### config.mk
export PLATFORM = sky130hd
export DESIGN_NAME = deq_front
export DESIGN_NICKNAME = d
export VERILOG_FILES = /design/src/double_ended_queue_macros.svh /design/src/deq_pkg.sv /design/src/deq_front.sv
export SDC_FILE = /design/constraint.sdc
export NUM_CORES = 1
export LEC_CHECK = 0
export ABC_AREA = 1
export BUFFER_PORTS_ARGS = -buffer_cell sky130_fd_sc_hd__buf_2
export CORE_ASPECT_RATIO = 0.9
export CORE_MARGIN = 8
export CORE_UTILIZATION = 47
export DETAILED_ROUTE_END_ITERATION = 6
export PLACE_DENSITY = 0.76
export SYNTH_ARGS = -nofsm -noshare
export SYNTH_HDL_FRONTEND = slang
export SYNTH_SLANG_ARGS = --single-unit
### constraint.sdc
create_clock -name clock -period 2.95 [get_ports clock]
set_input_delay 0 -clock clock [delete_from_list [all_inputs] [get_ports clock]]
set_output_delay 0 -clock clock [all_outputs]
set_load 0.05 [all_outputs]
### src/double_ended_queue_macros.svh
// Assertion macros for the double-ended queue RTL.
// Self-contained; included by deq_back, the module that carries assertions.
`ifndef DOUBLE_ENDED_QUEUE_MACROS_SVH
`define DOUBLE_ENDED_QUEUE_MACROS_SVH

// cond must hold at every clock edge outside reset
`define DEQ_ASSERT(label, clk, rst, cond, msg) \
   label: assert property (@(posedge clk) disable iff (rst) (cond)) else $error(msg);

// cons must hold in the cycle after ante
`define DEQ_ASSERT_NEXT(label, clk, rst, ante, cons, msg) \
   label: assert property (@(posedge clk) disable iff (rst) (ante) |=> (cons)) else $error(msg);

`endif

### src/deq_pkg.sv
// Package for the double-ended queue: sizes, codes, transaction and link types.
// No dependencies.
`default_nettype none

package deq_pkg;

   // DEPTH must be a power of two
   localparam int DEPTH       = 1024;
   localparam int DATA_WIDTH  = 32;
   localparam int PTR_WIDTH   = $clog2(DEPTH);
   localparam int CNT_WIDTH   = PTR_WIDTH + 1;
   localparam int OP_WIDTH    = 4;
   localparam int QUEUE_DEPTH = 2;

   typedef enum logic [OP_WIDTH-1:0] {
      OP_PUSH_FRONT = 4'd0,
      OP_PUSH_BACK  = 4'd1,
      OP_POP_FRONT  = 4'd2,
      OP_POP_BACK   = 4'd3,
      OP_READ_FRONT = 4'd4,
      OP_READ_BACK  = 4'd5,
      OP_READ_INDEX = 4'd6,
      OP_RESIZE     = 4'd7,
      OP_CLEAR      = 4'd8
   } op_code_type;

   typedef enum logic [1:0] {
      ST_OK    = 2'd0,
      ST_EMPTY = 2'd1,
      ST_RANGE = 2'd2,
      ST_FULL  = 2'd3
   } status_type;

   typedef enum logic [2:0] {
      CMD_PUSH,
      CMD_POP,
      CMD_READ,
      CMD_RESIZE,
      CMD_CLEAR,
      CMD_NOP
   } cmd_kind_type;

   typedef enum logic [1:0] {
      RD_FRONT,
      RD_BACK,
      RD_INDEX
   } read_sel_type;

   typedef enum logic [1:0] {
      BK_IDLE,
      BK_READ,
      BK_FILL
   } back_state_type;

   typedef struct packed {
      logic [OP_WIDTH-1:0]   operation;
      logic [DATA_WIDTH-1:0] value;
      logic [CNT_WIDTH-1:0]  index;
   } req_type;

   typedef struct packed {
      logic [DATA_WIDTH-1:0] read_value;
      status_type            status;
      logic [CNT_WIDTH-1:0]  count;
      logic                  is_empty;
   } rsp_type;

   typedef struct packed {
      cmd_kind_type          kind;
      logic                  at_back;
      read_sel_type          read_sel;
      logic [DATA_WIDTH-1:0] value;
      logic [CNT_WIDTH-1:0]  index;
   } cmd_type;

   typedef struct packed {
      logic    valid;
      cmd_type cmd;
   } cmd_link_type;

endpackage

`default_nettype wire

### src/deq_front.sv
// Front end: takes transactions, classifies the operation, holds a short queue.
// Depends on deq_pkg.
`default_nettype none

module deq_front (
   input  wire logic             clock,
   input  wire logic             reset,
   input  wire logic             start,
   output logic                  busy,
   input  wire deq_pkg::req_type req_data,
   output deq_pkg::cmd_link_type link,
   input  wire logic             cmd_pop
);

   localparam int QPTR_WIDTH = $clog2(deq_pkg::QUEUE_DEPTH);
   localparam int LVL_WIDTH  = $clog2(deq_pkg::QUEUE_DEPTH + 1);

   deq_pkg::cmd_type      slot_ff [deq_pkg::QUEUE_DEPTH];
   deq_pkg::cmd_type      cmd_in;
   logic [QPTR_WIDTH-1:0] wr_ptr_ff, wr_ptr_in;
   logic [QPTR_WIDTH-1:0] rd_ptr_ff, rd_ptr_in;
   logic [LVL_WIDTH-1:0]  level_ff, level_in;
   logic                  accept;

   assign busy   = (level_ff == LVL_WIDTH'(deq_pkg::QUEUE_DEPTH));
   assign accept = start && !busy;

   always_comb begin
      cmd_in.kind     = deq_pkg::CMD_NOP;
      cmd_in.at_back  = 1'b0;
      cmd_in.read_sel = deq_pkg::RD_FRONT;
      cmd_in.value    = req_data.value;
      cmd_in.index    = req_data.index;
      unique case (req_data.operation)
         deq_pkg::OP_PUSH_FRONT: cmd_in.kind = deq_pkg::CMD_PUSH;
         deq_pkg::OP_PUSH_BACK: begin
            cmd_in.kind    = deq_pkg::CMD_PUSH;
            cmd_in.at_back = 1'b1;
         end
         deq_pkg::OP_POP_FRONT: cmd_in.kind = deq_pkg::CMD_POP;
         deq_pkg::OP_POP_BACK: begin
            cmd_in.kind    = deq_pkg::CMD_POP;
            cmd_in.at_back = 1'b1;
         end
         deq_pkg::OP_READ_FRONT: cmd_in.kind = deq_pkg::CMD_READ;
         deq_pkg::OP_READ_BACK: begin
            cmd_in.kind     = deq_pkg::CMD_READ;
            cmd_in.read_sel = deq_pkg::RD_BACK;
         end
         deq_pkg::OP_READ_INDEX: begin
            cmd_in.kind     = deq_pkg::CMD_READ;
            cmd_in.read_sel = deq_pkg::RD_INDEX;
         end
         deq_pkg::OP_RESIZE: cmd_in.kind = deq_pkg::CMD_RESIZE;
         deq_pkg::OP_CLEAR:  cmd_in.kind = deq_pkg::CMD_CLEAR;
         default:            cmd_in.kind = deq_pkg::CMD_NOP;
      endcase
   end

   always_comb begin
      wr_ptr_in = accept ? wr_ptr_ff + QPTR_WIDTH'(1) : wr_ptr_ff;
      rd_ptr_in = cmd_pop ? rd_ptr_ff + QPTR_WIDTH'(1) : rd_ptr_ff;
      level_in  = level_ff + LVL_WIDTH'(accept) - LVL_WIDTH'(cmd_pop);
   end

   always_ff @(posedge clock) begin
      if (reset) begin
         wr_ptr_ff <= '0;
         rd_ptr_ff <= '0;
         level_ff  <= '0;
      end else begin
         wr_ptr_ff <= wr_ptr_in;
         rd_ptr_ff <= rd_ptr_in;
         level_ff  <= level_in;
      end
   end

   always_ff @(posedge clock) begin
      if (accept) begin
         slot_ff[wr_ptr_ff] <= cmd_in;
      end
   end

   assign link.valid = (level_ff != '0);
   assign link.cmd   = slot_ff[rd_ptr_ff];

endmodule

`default_nettype wire

[After elaboration in Yosys (flattened, before gate mapping)]
Memories as Yosys holds them, arrays and structs flattened. A register that Yosys moved wholly into a read port is not among the register bits.
Cells that the tools add are included.
Storage, ports and cells
  register bits after elaboration: 4
  memory bits (writable): 98
  input port bits: 51
  output and inout port bits: 51
  logic and storage cells: 32
  memories: 1
Memory list
  slot_ff: words 2, width 49, rd ports 1, clocked after memory_dff 1, write ports 1, RTL line deq_front.sv:18  | deq_pkg::cmd_type slot_ff [deq_pkg::QUEUE_DEPTH];
Cells by class
  add/sub/neg operators: 4
  equality and inequality tests: 9
  mux-type cells: 7
  reductions and logical operators: 8
Operator list (number)
  equality test 4 x 3 -> 1 bit, second input constant: 4
  one-hot mux 3 bit (5 select lines): 1
  equality test 4 x 2 -> 1 bit, second input constant: 2
  OR reduction 2 bit: 3
  2-to-1 mux 1 bit: 5
  equality test 4 x 1 -> 1 bit, second input constant: 1
  equality test 4 bit, second input constant: 1
  zero test 4 bit: 1
  one-hot mux 2 bit (2 select lines): 1
  OR reduction 3 bit: 1
  adder 1 bit, second input constant: 2
  adder 2 x 1 -> 2 bit: 1
  equality test 2 bit, second input constant: 1
  nonzero test 2 bit: 1
  subtractor 2 x 1 -> 2 bit: 1
  logical AND 1 bit: 1
  zero test 1 bit: 1

[Longest topological paths before layout]
Gate-level depths: netlist (run 1).
  depth in word-level cells: 5
  mapped depth: 11
  gate-level depth less buffers: 11

[Worst setup path before layout (run 1)]
No wires, ideal clock.
  path kind: register to register
  start: reg level_ff[0]
  end: mem slot_ff[0][0] in the netlist's numbering, enable pin
  library setup time: 0.456 ns
  data arrival time: 2.591 ns
  required time: 2.494 ns
  slack: -0.097 ns
  stages on the path, launching flop included: 5
  buffers on the path: 0
  clock period less this slack: 3.047 ns
  cell sequence: dfxtp_1 inv_1 nand2_1 nand2_1 nor2_1
Between the ends
  word-level cells in the longest chain between the ends: 5
Ends and longest elaborated chain
  start: declaration: RTL line deq_front.sv:22  | logic [LVL_WIDTH-1:0] level_ff, level_in;
  start signal: assignment: RTL line deq_front.sv:74  | level_ff <= level_in;
  equality test 2 bit: RTL line deq_front.sv:25  | assign busy = (level_ff == LVL_WIDTH'(deq_pkg::QUEUE_DEPTH));
  zero test 1 bit: RTL line deq_front.sv:26  | assign accept = start && !busy;
  logical AND 1 bit: RTL line deq_front.sv:26
  2-to-1 mux 1 bit: RTL line deq_front.sv:79  | if (accept) begin
  2-to-1 mux 1 bit (implied by the code): RTL line deq_front.sv:80  | slot_ff[wr_ptr_ff] <= cmd_in;
  end: declaration: RTL line deq_front.sv:18
No other way between the ends.

==> results.cfg, run 1 <==
[layout]
final_cell_area_mm2 = 0.00520
antenna_cells = 0
nNetsFinal = 413
fillerInstances = 568
drive_gt1_frac = 0.471
multi_input_comb_area_um2 = 737
fin_util = 0.648
syn_to_final_growth_pct = 34.2
register_area_mm2 = 0.00304

[clock_network]
cts_root_buffer = clkbuf_8
cts_sinks = 103
ctsHtreeMaxLevel = 3
cts_setup_buffers = 0
cts_tree = done
clk_latency_ns = 0.36
ctsResizeCount = 0
cts_buffers = 9
clk_path_buf_depth = 2
cts.clk_slew.worst_paths_ns = 0.10
hold_buffers = 50

[critical_path]
startpoint_type = flip-flop
crit_chain = buf_12 > mux2_2 > buf_2
cp.arrival_ns = 1.91
required_ns = 2.95
cpPeakStageDelay_ns = 0.65
r2r-start = level_ff[0]
crit_fanout = 30
critPathCaptureType = output port
cp_num_cells = 3
path_class = reg2out
cp_slowest_cell = dfxtp_2
critPathTopFamily = flip-flops
reg2regPathDepth = 5
crit_buf_inv = 2

[floorplan]
die_y_um = 102
fp-row-count = 31
initial_core_util = 0.483
dieArea_mm2 = 0.0114
core_mm2 = 0.00803
die_x_um = 112
io_pins = 102

[logic_synthesis]
synth_area_mm2 = 0.00388
synth_fa_ha_area_frac = 0.00645
synth.distinct_cells = 17
netlist_top_cells_area = edfxtp_1, mux2_2, mux2_4
yosysSeqAreaShare = 0.785
synth_compound_area_frac = 0.00516
synthArstFlopShare = 0
syn-num-nets = 253
synth.most_common_cell = edfxtp_1
synth-edff-count = 98
syn_inst = 200
synthMuxAreaShare = 0.152
synth_common_cells = edfxtp_1, mux2_2, inv_1
synth_top_family_by_area = multiplexers
synth_xor_area_frac = 0.00226
ys_warn_count = 0
syn_area_per_cell_um2 = 19.4
synth-simple-area-share = 0.0223
synth-main-ff-cell = edfxtp_1
synth_top_area_cell = edfxtp_1
post-synth-top-area-fraction = 0.759
synth-seq-cells = 103

[sta]
tns_ns = 0
min_period_ns = 1.91
period_share = 0.647
max_freq_mhz = 524
setup_viol = 0
slew_viol_final = 0
tightest_slew_ns = 0.661
hold_viol = 0
grt_setup_unrepaired = false
slew_headroom = 0.560
clock_skew_ns = 0.0136

[detailed_routing]
wl_per_cell_um = 16.6
ant_nets = 0
drtIter0Drc = 52
drc = 0
vias_per_cell = 4.76
via_count = 2209
routed_wirelength_um = 7710
firstDrtPassIters = 4

[pwr]
ir_drop_mv = 0.442
intPower_w = 0.00242
p_sw_frac = 0.304
pwr_density_cell_mw_per_mm2 = 668
p_clk_frac = 0.250
power_frac_seq = 0.515
combPwrFrac = 0.234
switchingPower_w = 0.00106
p_leak_nw = 2.05

[run]
max-cap-violations = 0

[worst_hold_path]
hold_depth = 2
hold_class = in2reg
hold_start = req_data[18]

[placement]
io_buffers = 101
hpwl_um = 5050
gp_congestion = 0.717
dpl_cell_area_mm2 = 0.00451

[outcome]
outcome = completed

[global_routing]
grt_overflow = 0
first_global_vias = 2430
antenna_found_initial = 0
grt_pass1_wl_um = 12100
grt.total_usage = 0.138
grt_max_degree = 50
==> state kept, by name (all words and copies together) (netlist names), named ones only <==
signal / cells
wr_ptr_ff: 1
slot_ff: 98
rd_ptr_ff: 1
level_ff: 2
==> worst paths after layout <==
kind | slack [ns] | to
max reg2reg | 1.29 | slot_ff[0][39]
max | 1.04 | link[32]
min | 0.36 | slot_ff[0][18]
min reg2reg | 0.54 | rd_ptr_ff
==> logic make-up (layout without fill, tap and decap cells) <==
group / after synthesis / count (layout)
XOR/XNOR: 1 / 1
AO/OA/AOI/OAI: 4 / 4
multiplexers: 49 / 49
flip-flops: 103 / 103
buffers and inverters: 20 / 185
adder cells (fa/ha/maj): 2 / 2
AND/OR/NAND/NOR: 21 / 21
==> routing by layer <==
layer	up-vias	track usage	wire length, um
met5	-	0	0
met4	0	0.0504	87
li1	1064	-	-
met1	1065	0.149	3140
met2	69	0.243	3920
met3	11	0.0561	565
==> per-stage QoR <==
step	hold slack [ns]	cells	total power, W	worst slack (ns)
after floorplan	0.0712	200	0.00240	0.718
after global placement	0.189	398	0.00257	1.37
after detailed placement	0.193	398	0.00260	1.29
after CTS	0.340	464	0.00351	0.994
after global routing	0.346	464	0.00362	0.928
final	0.357	464	0.00348	1.04
==> power groups by stage <==
stage                     Sequential (W)  Combinational (W)  Clock (W)
final                            0.00179           0.000815   0.000871
after floorplan                  0.00181           0.000595          0
after CTS                        0.00179           0.000823   0.000890
after global routing             0.00180           0.000867   0.000947
after global placement           0.00182           0.000758          0
after detailed placement         0.00183           0.000771          0
==> placed cells by master, fill, tap and decap left out <==
| cell | synthesis | layout |
|---|---|---|
| buf_2 | 0 | 101 |
| edfxtp_1 | 98 | 98 |
| dlygate4sd3_1 | 0 | 50 |
| mux2_2 | 39 | 39 |
| inv_1 | 14 | 13 |
| mux2_4 | 10 | 10 |
| clkbuf_8 | 0 | 10 |
| nand2_1 | 9 | 9 |
| nor2_1 | 6 | 5 |
| dfxtp_1 | 5 | 4 |
| nor3_1 | 3 | 3 |
| nand3_1 | 3 | 3 |
| buf_4 | 3 | 3 |
| o21ai_0 | 2 | 2 |
| a21oi_1 | 2 | 2 |
| ha_1 | 2 | 2 |
| clkinv_2 | 0 | 2 |
| inv_2 | 0 | 1 |
| nor2_4 | 0 | 1 |
| xnor2_1 | 1 | 1 |
| dfxtp_2 | 0 | 1 |
| inv_6 | 0 | 1 |
| clkinvlp_4 | 0 | 1 |
| clkbuf_1 | 1 | 1 |
| bufinv_16 | 0 | 1 |
| buf_12 | 0 | 1 |
==> layout make-up <==
type	instances	share of cell area
clock buffer	11	0.0272
clock inverter	5	0.0108
inverter	14	0.0101
multi-input combinational	77	0.142
sequential	103	0.585
tap	99	0.0238
timing repair buffer	155	0.201
==> worst reg2reg max path, cell delays in order (launching register included) <==
cell and delay, ns:
dfxtp_1 0.34, inv_1 0.05, nand2_1 0.12, nand2_1 0.13, nor2_4 0.09, buf_4 0.54
No activity file was read; power rests on OpenSTA's default activity.
==> run 2, diff against run 1 <==
Clock period 2.95 ns to 1.7 ns, I/O delays scaled along.
==> run 2 against run 1 <==
Via count up 0.63%. Cell area increased by 1.7%. Cell count rose by 0.43%. Combinational power grew 79%. Worst setup slack lost 0.94 ns. Largest cell class unchanged.
==> results.cfg, run 2 (synthesized netlist as in run 1, its figures left out) <==
[outcome]
outcome = completed

[clock_network]
cts_tree = done
cts_setup_buffers = 0
ctsHtreeMaxLevel = 3
clk_path_buf_depth = 2
cts_root_buffer = clkbuf_8
cts.clk_slew.worst_paths_ns = 0.09
hold_buffers = 50
cts_buffers = 9
ctsResizeCount = 0
cts_sinks = 103
clk_latency_ns = 0.35

[layout]
regMostFlops = slot_ff
final_cell_area_mm2 = 0.00529
syn_to_final_growth_pct = 36.5
largest_register_ffs = 98
final_cell_mix = buf_2, edfxtp_1, dlygate4sd3_1
nNetsFinal = 415
drive_gt1_frac = 0.480
fillerInstances = 547
reg.largest.list = slot_ff (98), level_ff (2)
antenna_cells = 0
final_common_cell = buf_2

[critical_path]
cpPeakStageDelay_ns = 0.39
path_class = reg2out
crit_buf_inv = 2
r2r-end = level_ff[1]
cp.arrival_ns = 1.60
reg2regPathDepth = 10
startpoint_type = flip-flop
critPathCaptureType = output port
critPathTopFamily = buffers and inverters
crit_chain = buf_4 > mux2_2 > buf_2
r2r-start = level_ff[0]
ff2ff_setup_slack_ns = 0.16
crit_fanout = 17
cp_slowest_cell = mux2_2
required_ns = 1.70

[detailed_routing]
drtIter0Drc = 69
ant_nets = 0
drc = 0
via_count = 2223
routed_wirelength_um = 7390
firstDrtPassIters = 4
wl_per_cell_um = 15.8
vias_per_cell = 4.77

[sta]
slew_headroom = 0.815
slew_viol_final = 0
tightest_slew_ns = 0.276
grt_setup_unrepaired = false
hold_viol = 0
min_period_ns = 1.60
period_share = 0.942
tns_ns = 0
setup_viol = 0
max_freq_mhz = 624
clock_skew_ns = 0.00711

[worst_hold_path]
hold_start = req_data[19]
hold_class = in2reg
hold_depth = 2
hold_end = slot_ff[1][19]

[floorplan]
die_x_um = 112
initial_core_util = 0.483
fp-row-count = 31
die_y_um = 102
dieArea_mm2 = 0.0114
core_mm2 = 0.00803
io_pins = 102

[global_routing]
grt_overflow = 0
grt_max_degree = 33
antenna_found_initial = 0
first_global_vias = 2513
grt.total_usage = 0.134
grt_pass1_wl_um = 11900

[pwr]
switchingPower_w = 0.00181
p_leak_nw = 2.08
p_sw_frac = 0.287
combPwrFrac = 0.232
pwr_density_cell_mw_per_mm2 = 1190
p_clk_frac = 0.277
ir_drop_mv = 0.780
intPower_w = 0.00448
power_frac_seq = 0.491

[placement]
io_buffers = 101
hpwl_um = 4860
dpl_cell_area_mm2 = 0.00455
gp_congestion = 0.704

[run]
max-cap-violations = 0
-- run 2: changes by cell type in the layout (fill, tap and decap cells not counted) --
cell,previous run,this run
inv_2,1,0
clkbuf_8,10,9
buf_12,1,3
inv_6,1,0
clkinv_4,0,1
nand2_2,0,2
nand2_1,9,7
bufinv_16,1,3
-- run 2: layout make-up --
cell class | instances | area [um^2] | area share
well taps | 99 | 124 | 0.0234
multi-input cells | 77 | 742 | 0.140
inverters | 14 | 56.3 | 0.0106
clock buffers | 10 | 128 | 0.0241
flip-flops and latches | 103 | 3040 | 0.575
repair buffers | 157 | 1090 | 0.206
clock inverters | 6 | 109 | 0.0206
-- run 2: worst register-to-register path, cell delays in order, from the launching register on --
cell,delay (ns)
dfxtp_1,0.34
inv_1,0.07
nand2_2,0.09
nand2_2,0.08
ha_1,0.27
inv_1,0.04
ha_1,0.18
inv_1,0.06
nand2_1,0.07
a21oi_1,0.16
nor2_1,0.06
-- run 2: metrics by stage --
step                std cells  hold WS [ns]   util  total power (W)  setup slack [ns]
finish                    466         0.364  0.659          0.00628            0.0984
CTS                       466         0.343  0.659          0.00636            0.0627
global route              466         0.339  0.659          0.00653           0.00582
detailed placement        400         0.192  0.567          0.00453             0.191
global placement          400         0.187  0.567          0.00450             0.285
floorplan                 200        0.0712      -          0.00417            0.0264
-- run 2: worst max-delay path by stage --
stage	start	to	slack (ns)	depth (start not counted)
5_1_grt	flip-flop	link[12]	0.006	3
4_1_cts	flip-flop	link[12]	0.06	3
2_1_floorplan	level_ff[0]	slot_ff[0][0]	0.03	4
3_3_place_gp	level_ff[0]	level_ff[1]	0.28	10
3_5_place_dp	level_ff[0]	level_ff[1]	0.19	10
6_report	flip-flop	link[12]	0.1	3
-- run 2: power by group through the flow --
| stage | clock [W] | combinational [W] | sequential, W |
|---|---|---|---|
| 3_3_place_gp | 0 | 0.00137 | 0.00313 |
| 6_report | 0.00174 | 0.00146 | 0.00309 |
| 3_5_place_dp | 0 | 0.00139 | 0.00315 |
| 5_1_grt | 0.00187 | 0.00155 | 0.00311 |
| 2_1_floorplan | 0 | 0.00104 | 0.00313 |
| 4_1_cts | 0.00180 | 0.00148 | 0.00309 |
-- run 2: layer usage --
layer / vias to the layer above / wire length (um) / global-route usage
met5: - / 0 / 0
met2: 72 / 3760 / 0.245
met1: 1074 / 2990 / 0.136
met3: 5 / 585 / 0.0679
li1: 1072 / - / -
met4: 0 / 53 / 0.0304
==> run 3, diff against run 2 <==
==> constraint.sdc (replaced) <==
create_clock -name clock -period 1.7 [get_ports clock]
set_input_delay 0 -clock clock [delete_from_list [all_inputs] [get_ports clock]]
set_output_delay 0 -clock clock [all_outputs]
set_load 0.01 [all_outputs]
==> run 3 against run 2 <==
Global-route usage is 0.41 points higher. Sequential share of layout area increased by 0.66 points. Combinational power shrank 35%. Register-to-register slack is essentially flat. Cell count increased by 0.21%. Critical endpoint is now level_ff[1]. Largest cell class unchanged. Highest routed layer unchanged.
==> results.cfg, run 3 (synthesized netlist as in run 1, its figures left out) <==
[worst_hold_path]
hold_depth = 2
hold_class = in2reg

[global_routing]
grt_pass1_wl_um = 12300
grt_max_degree = 33
antenna_found_initial = 0
grt.total_usage = 0.138
first_global_vias = 2520
grt_overflow = 0

[detailed_routing]
firstDrtPassIters = 4
drtIter0Drc = 102
ant_nets = 0
wl_per_cell_um = 16.2
routed_wirelength_um = 7590
drc = 0
vias_per_cell = 4.82
via_count = 2249

[critical_path]
reg2regPathDepth = 10
cp.arrival_ns = 1.78
cpPeakStageDelay_ns = 0.34
startpoint_type = flip-flop
crit_top_cell = inv_1
path_class = reg2reg
cp_num_cells = 10
crit_chain = inv_1 > nand2_2 > nand2_2 > ha_1 > inv_1 > ha_1 > inv_1 > nand2_1 > a21oi_1 > nor2_1
ff2ff_setup_slack_ns = 0.17
crit_fanout = 4
cp_slowest_cell = dfxtp_1
required_ns = 1.95
critPathTopFamily = adder cells
critPathCaptureType = flip-flop
crit_buf_inv = 3

[pwr]
combPwrFrac = 0.176
ir_drop_mv = 0.608
intPower_w = 0.00403
pwr_density_cell_mw_per_mm2 = 1020
power_frac_seq = 0.576
p_clk_frac = 0.248
p_sw_frac = 0.247
p_leak_nw = 2.04
switchingPower_w = 0.00133

[outcome]
outcome = completed

[sta]
slew_viol_final = 0
min_period_ns = 1.53
setup_viol = 0
tns_ns = 0
max_freq_mhz = 653
slew_headroom = 0.812
whs_ns = 0.359
grt_setup_unrepaired = false
worst_slack_ns = 0.169
period_share = 0.901
tightest_slew_ns = 0.279
hold_viol = 0
clock_skew_ns = 0.00998

[placement]
io_buffers = 101
dpl_cell_area_mm2 = 0.00455
gp_congestion = 0.727
dp_slack_ns = 0.192
hpwl_um = 4980
dp.cells = 400

[floorplan]
die_x_um = 112
core_mm2 = 0.00803
fp-row-count = 31
die_y_um = 102
dieArea_mm2 = 0.0114
io_pins = 102
initial_core_util = 0.483

[layout]
final_cell_mix = buf_2, edfxtp_1, dlygate4sd3_1
drive_gt1_frac = 0.473
syn_to_final_growth_pct = 34.9
nNetsFinal = 416
antenna_cells = 0
reg.largest.list = slot_ff (98), level_ff (2)
largest_register_ffs = 98
final_common_cell = buf_2
regMostFlops = slot_ff
final_cells = 467
final_cell_area_mm2 = 0.00523

[clock_network]
cts_buffers = 9
ctsHtreeMaxLevel = 3
cts_root_buffer = clkbuf_8
cts.clk_slew.worst_paths_ns = 0.10
clk_path_buf_depth = 2
cts_tree = done
clk_latency_ns = 0.36
cts_sinks = 103

[run]
max-cap-violations = 0
run 3: cell types whose count changed in the layout (fill, tap and decap cells not counted):
cell / before / now
dlygate4sd3_1: 50 / 51
bufinv_16: 3 / 0
clkinv_2: 2 / 0
clkinv_1: 0 / 1
clkbuf_1: 1 / 2
clkinvlp_4: 1 / 4
run 3: final timing paths:
path | startpoint | to
worst min register to register | rd_ptr_ff | rd_ptr_ff
worst max register to register | level_ff[0] | level_ff[1]
worst max-delay path | level_ff[0] | level_ff[1]
worst min-delay path | req_data[11] | slot_ff[0][11]
run 3: cell type report:
class | count | area, um^2
clock inverter | 5 | 35.0
multi-input combinational | 77 | 742
clock buffer | 11 | 131
fill | 584 | 2800
tap | 99 | 124
sequential | 103 | 3040
inverter | 14 | 56.3
timing repair buffer | 158 | 1100
run 3: worst register-to-register path, stage by stage (launching register included):
cell	delay, ns
dfxtp_1	0.34
inv_1	0.07
nand2_2	0.09
nand2_2	0.08
ha_1	0.28
inv_1	0.04
ha_1	0.18
inv_1	0.06
nand2_1	0.06
a21oi_1	0.15
nor2_1	0.07
run 3: per-layer routing:
layer,part of all wire,global-route usage
met5,0,0
met4,0.014,0.0567
met3,0.065,0.0520
met2,0.50,0.240
met1,0.42,0.153
run 3: through the flow:
stage	total power, W	util
2_1_floorplan	0.00364	-
3_3_place_gp	0.00399	0.567
3_5_place_dp	0.00401	0.567
4_1_cts	0.00542	0.652
5_1_grt	0.00562	0.652
6_report	0.00536	0.652
run 3: timing repair:
action / in CTS / in global routing
gates resized for setup: 0 / 0
hold endpoints to repair: 99 / 0
buffers inserted: 0 / 0
hold buffers: 51 / 0
run 3: power groups by stage:
stage,logic (W),registers (W),clock network [W]
4_1_cts,0.000962,0.00309,0.00137
3_3_place_gp,0.000854,0.00313,0
5_1_grt,0.00103,0.00311,0.00148
2_1_floorplan,0.000507,0.00313,0
6_report,0.000945,0.00309,0.00133
3_5_place_dp,0.000867,0.00315,0
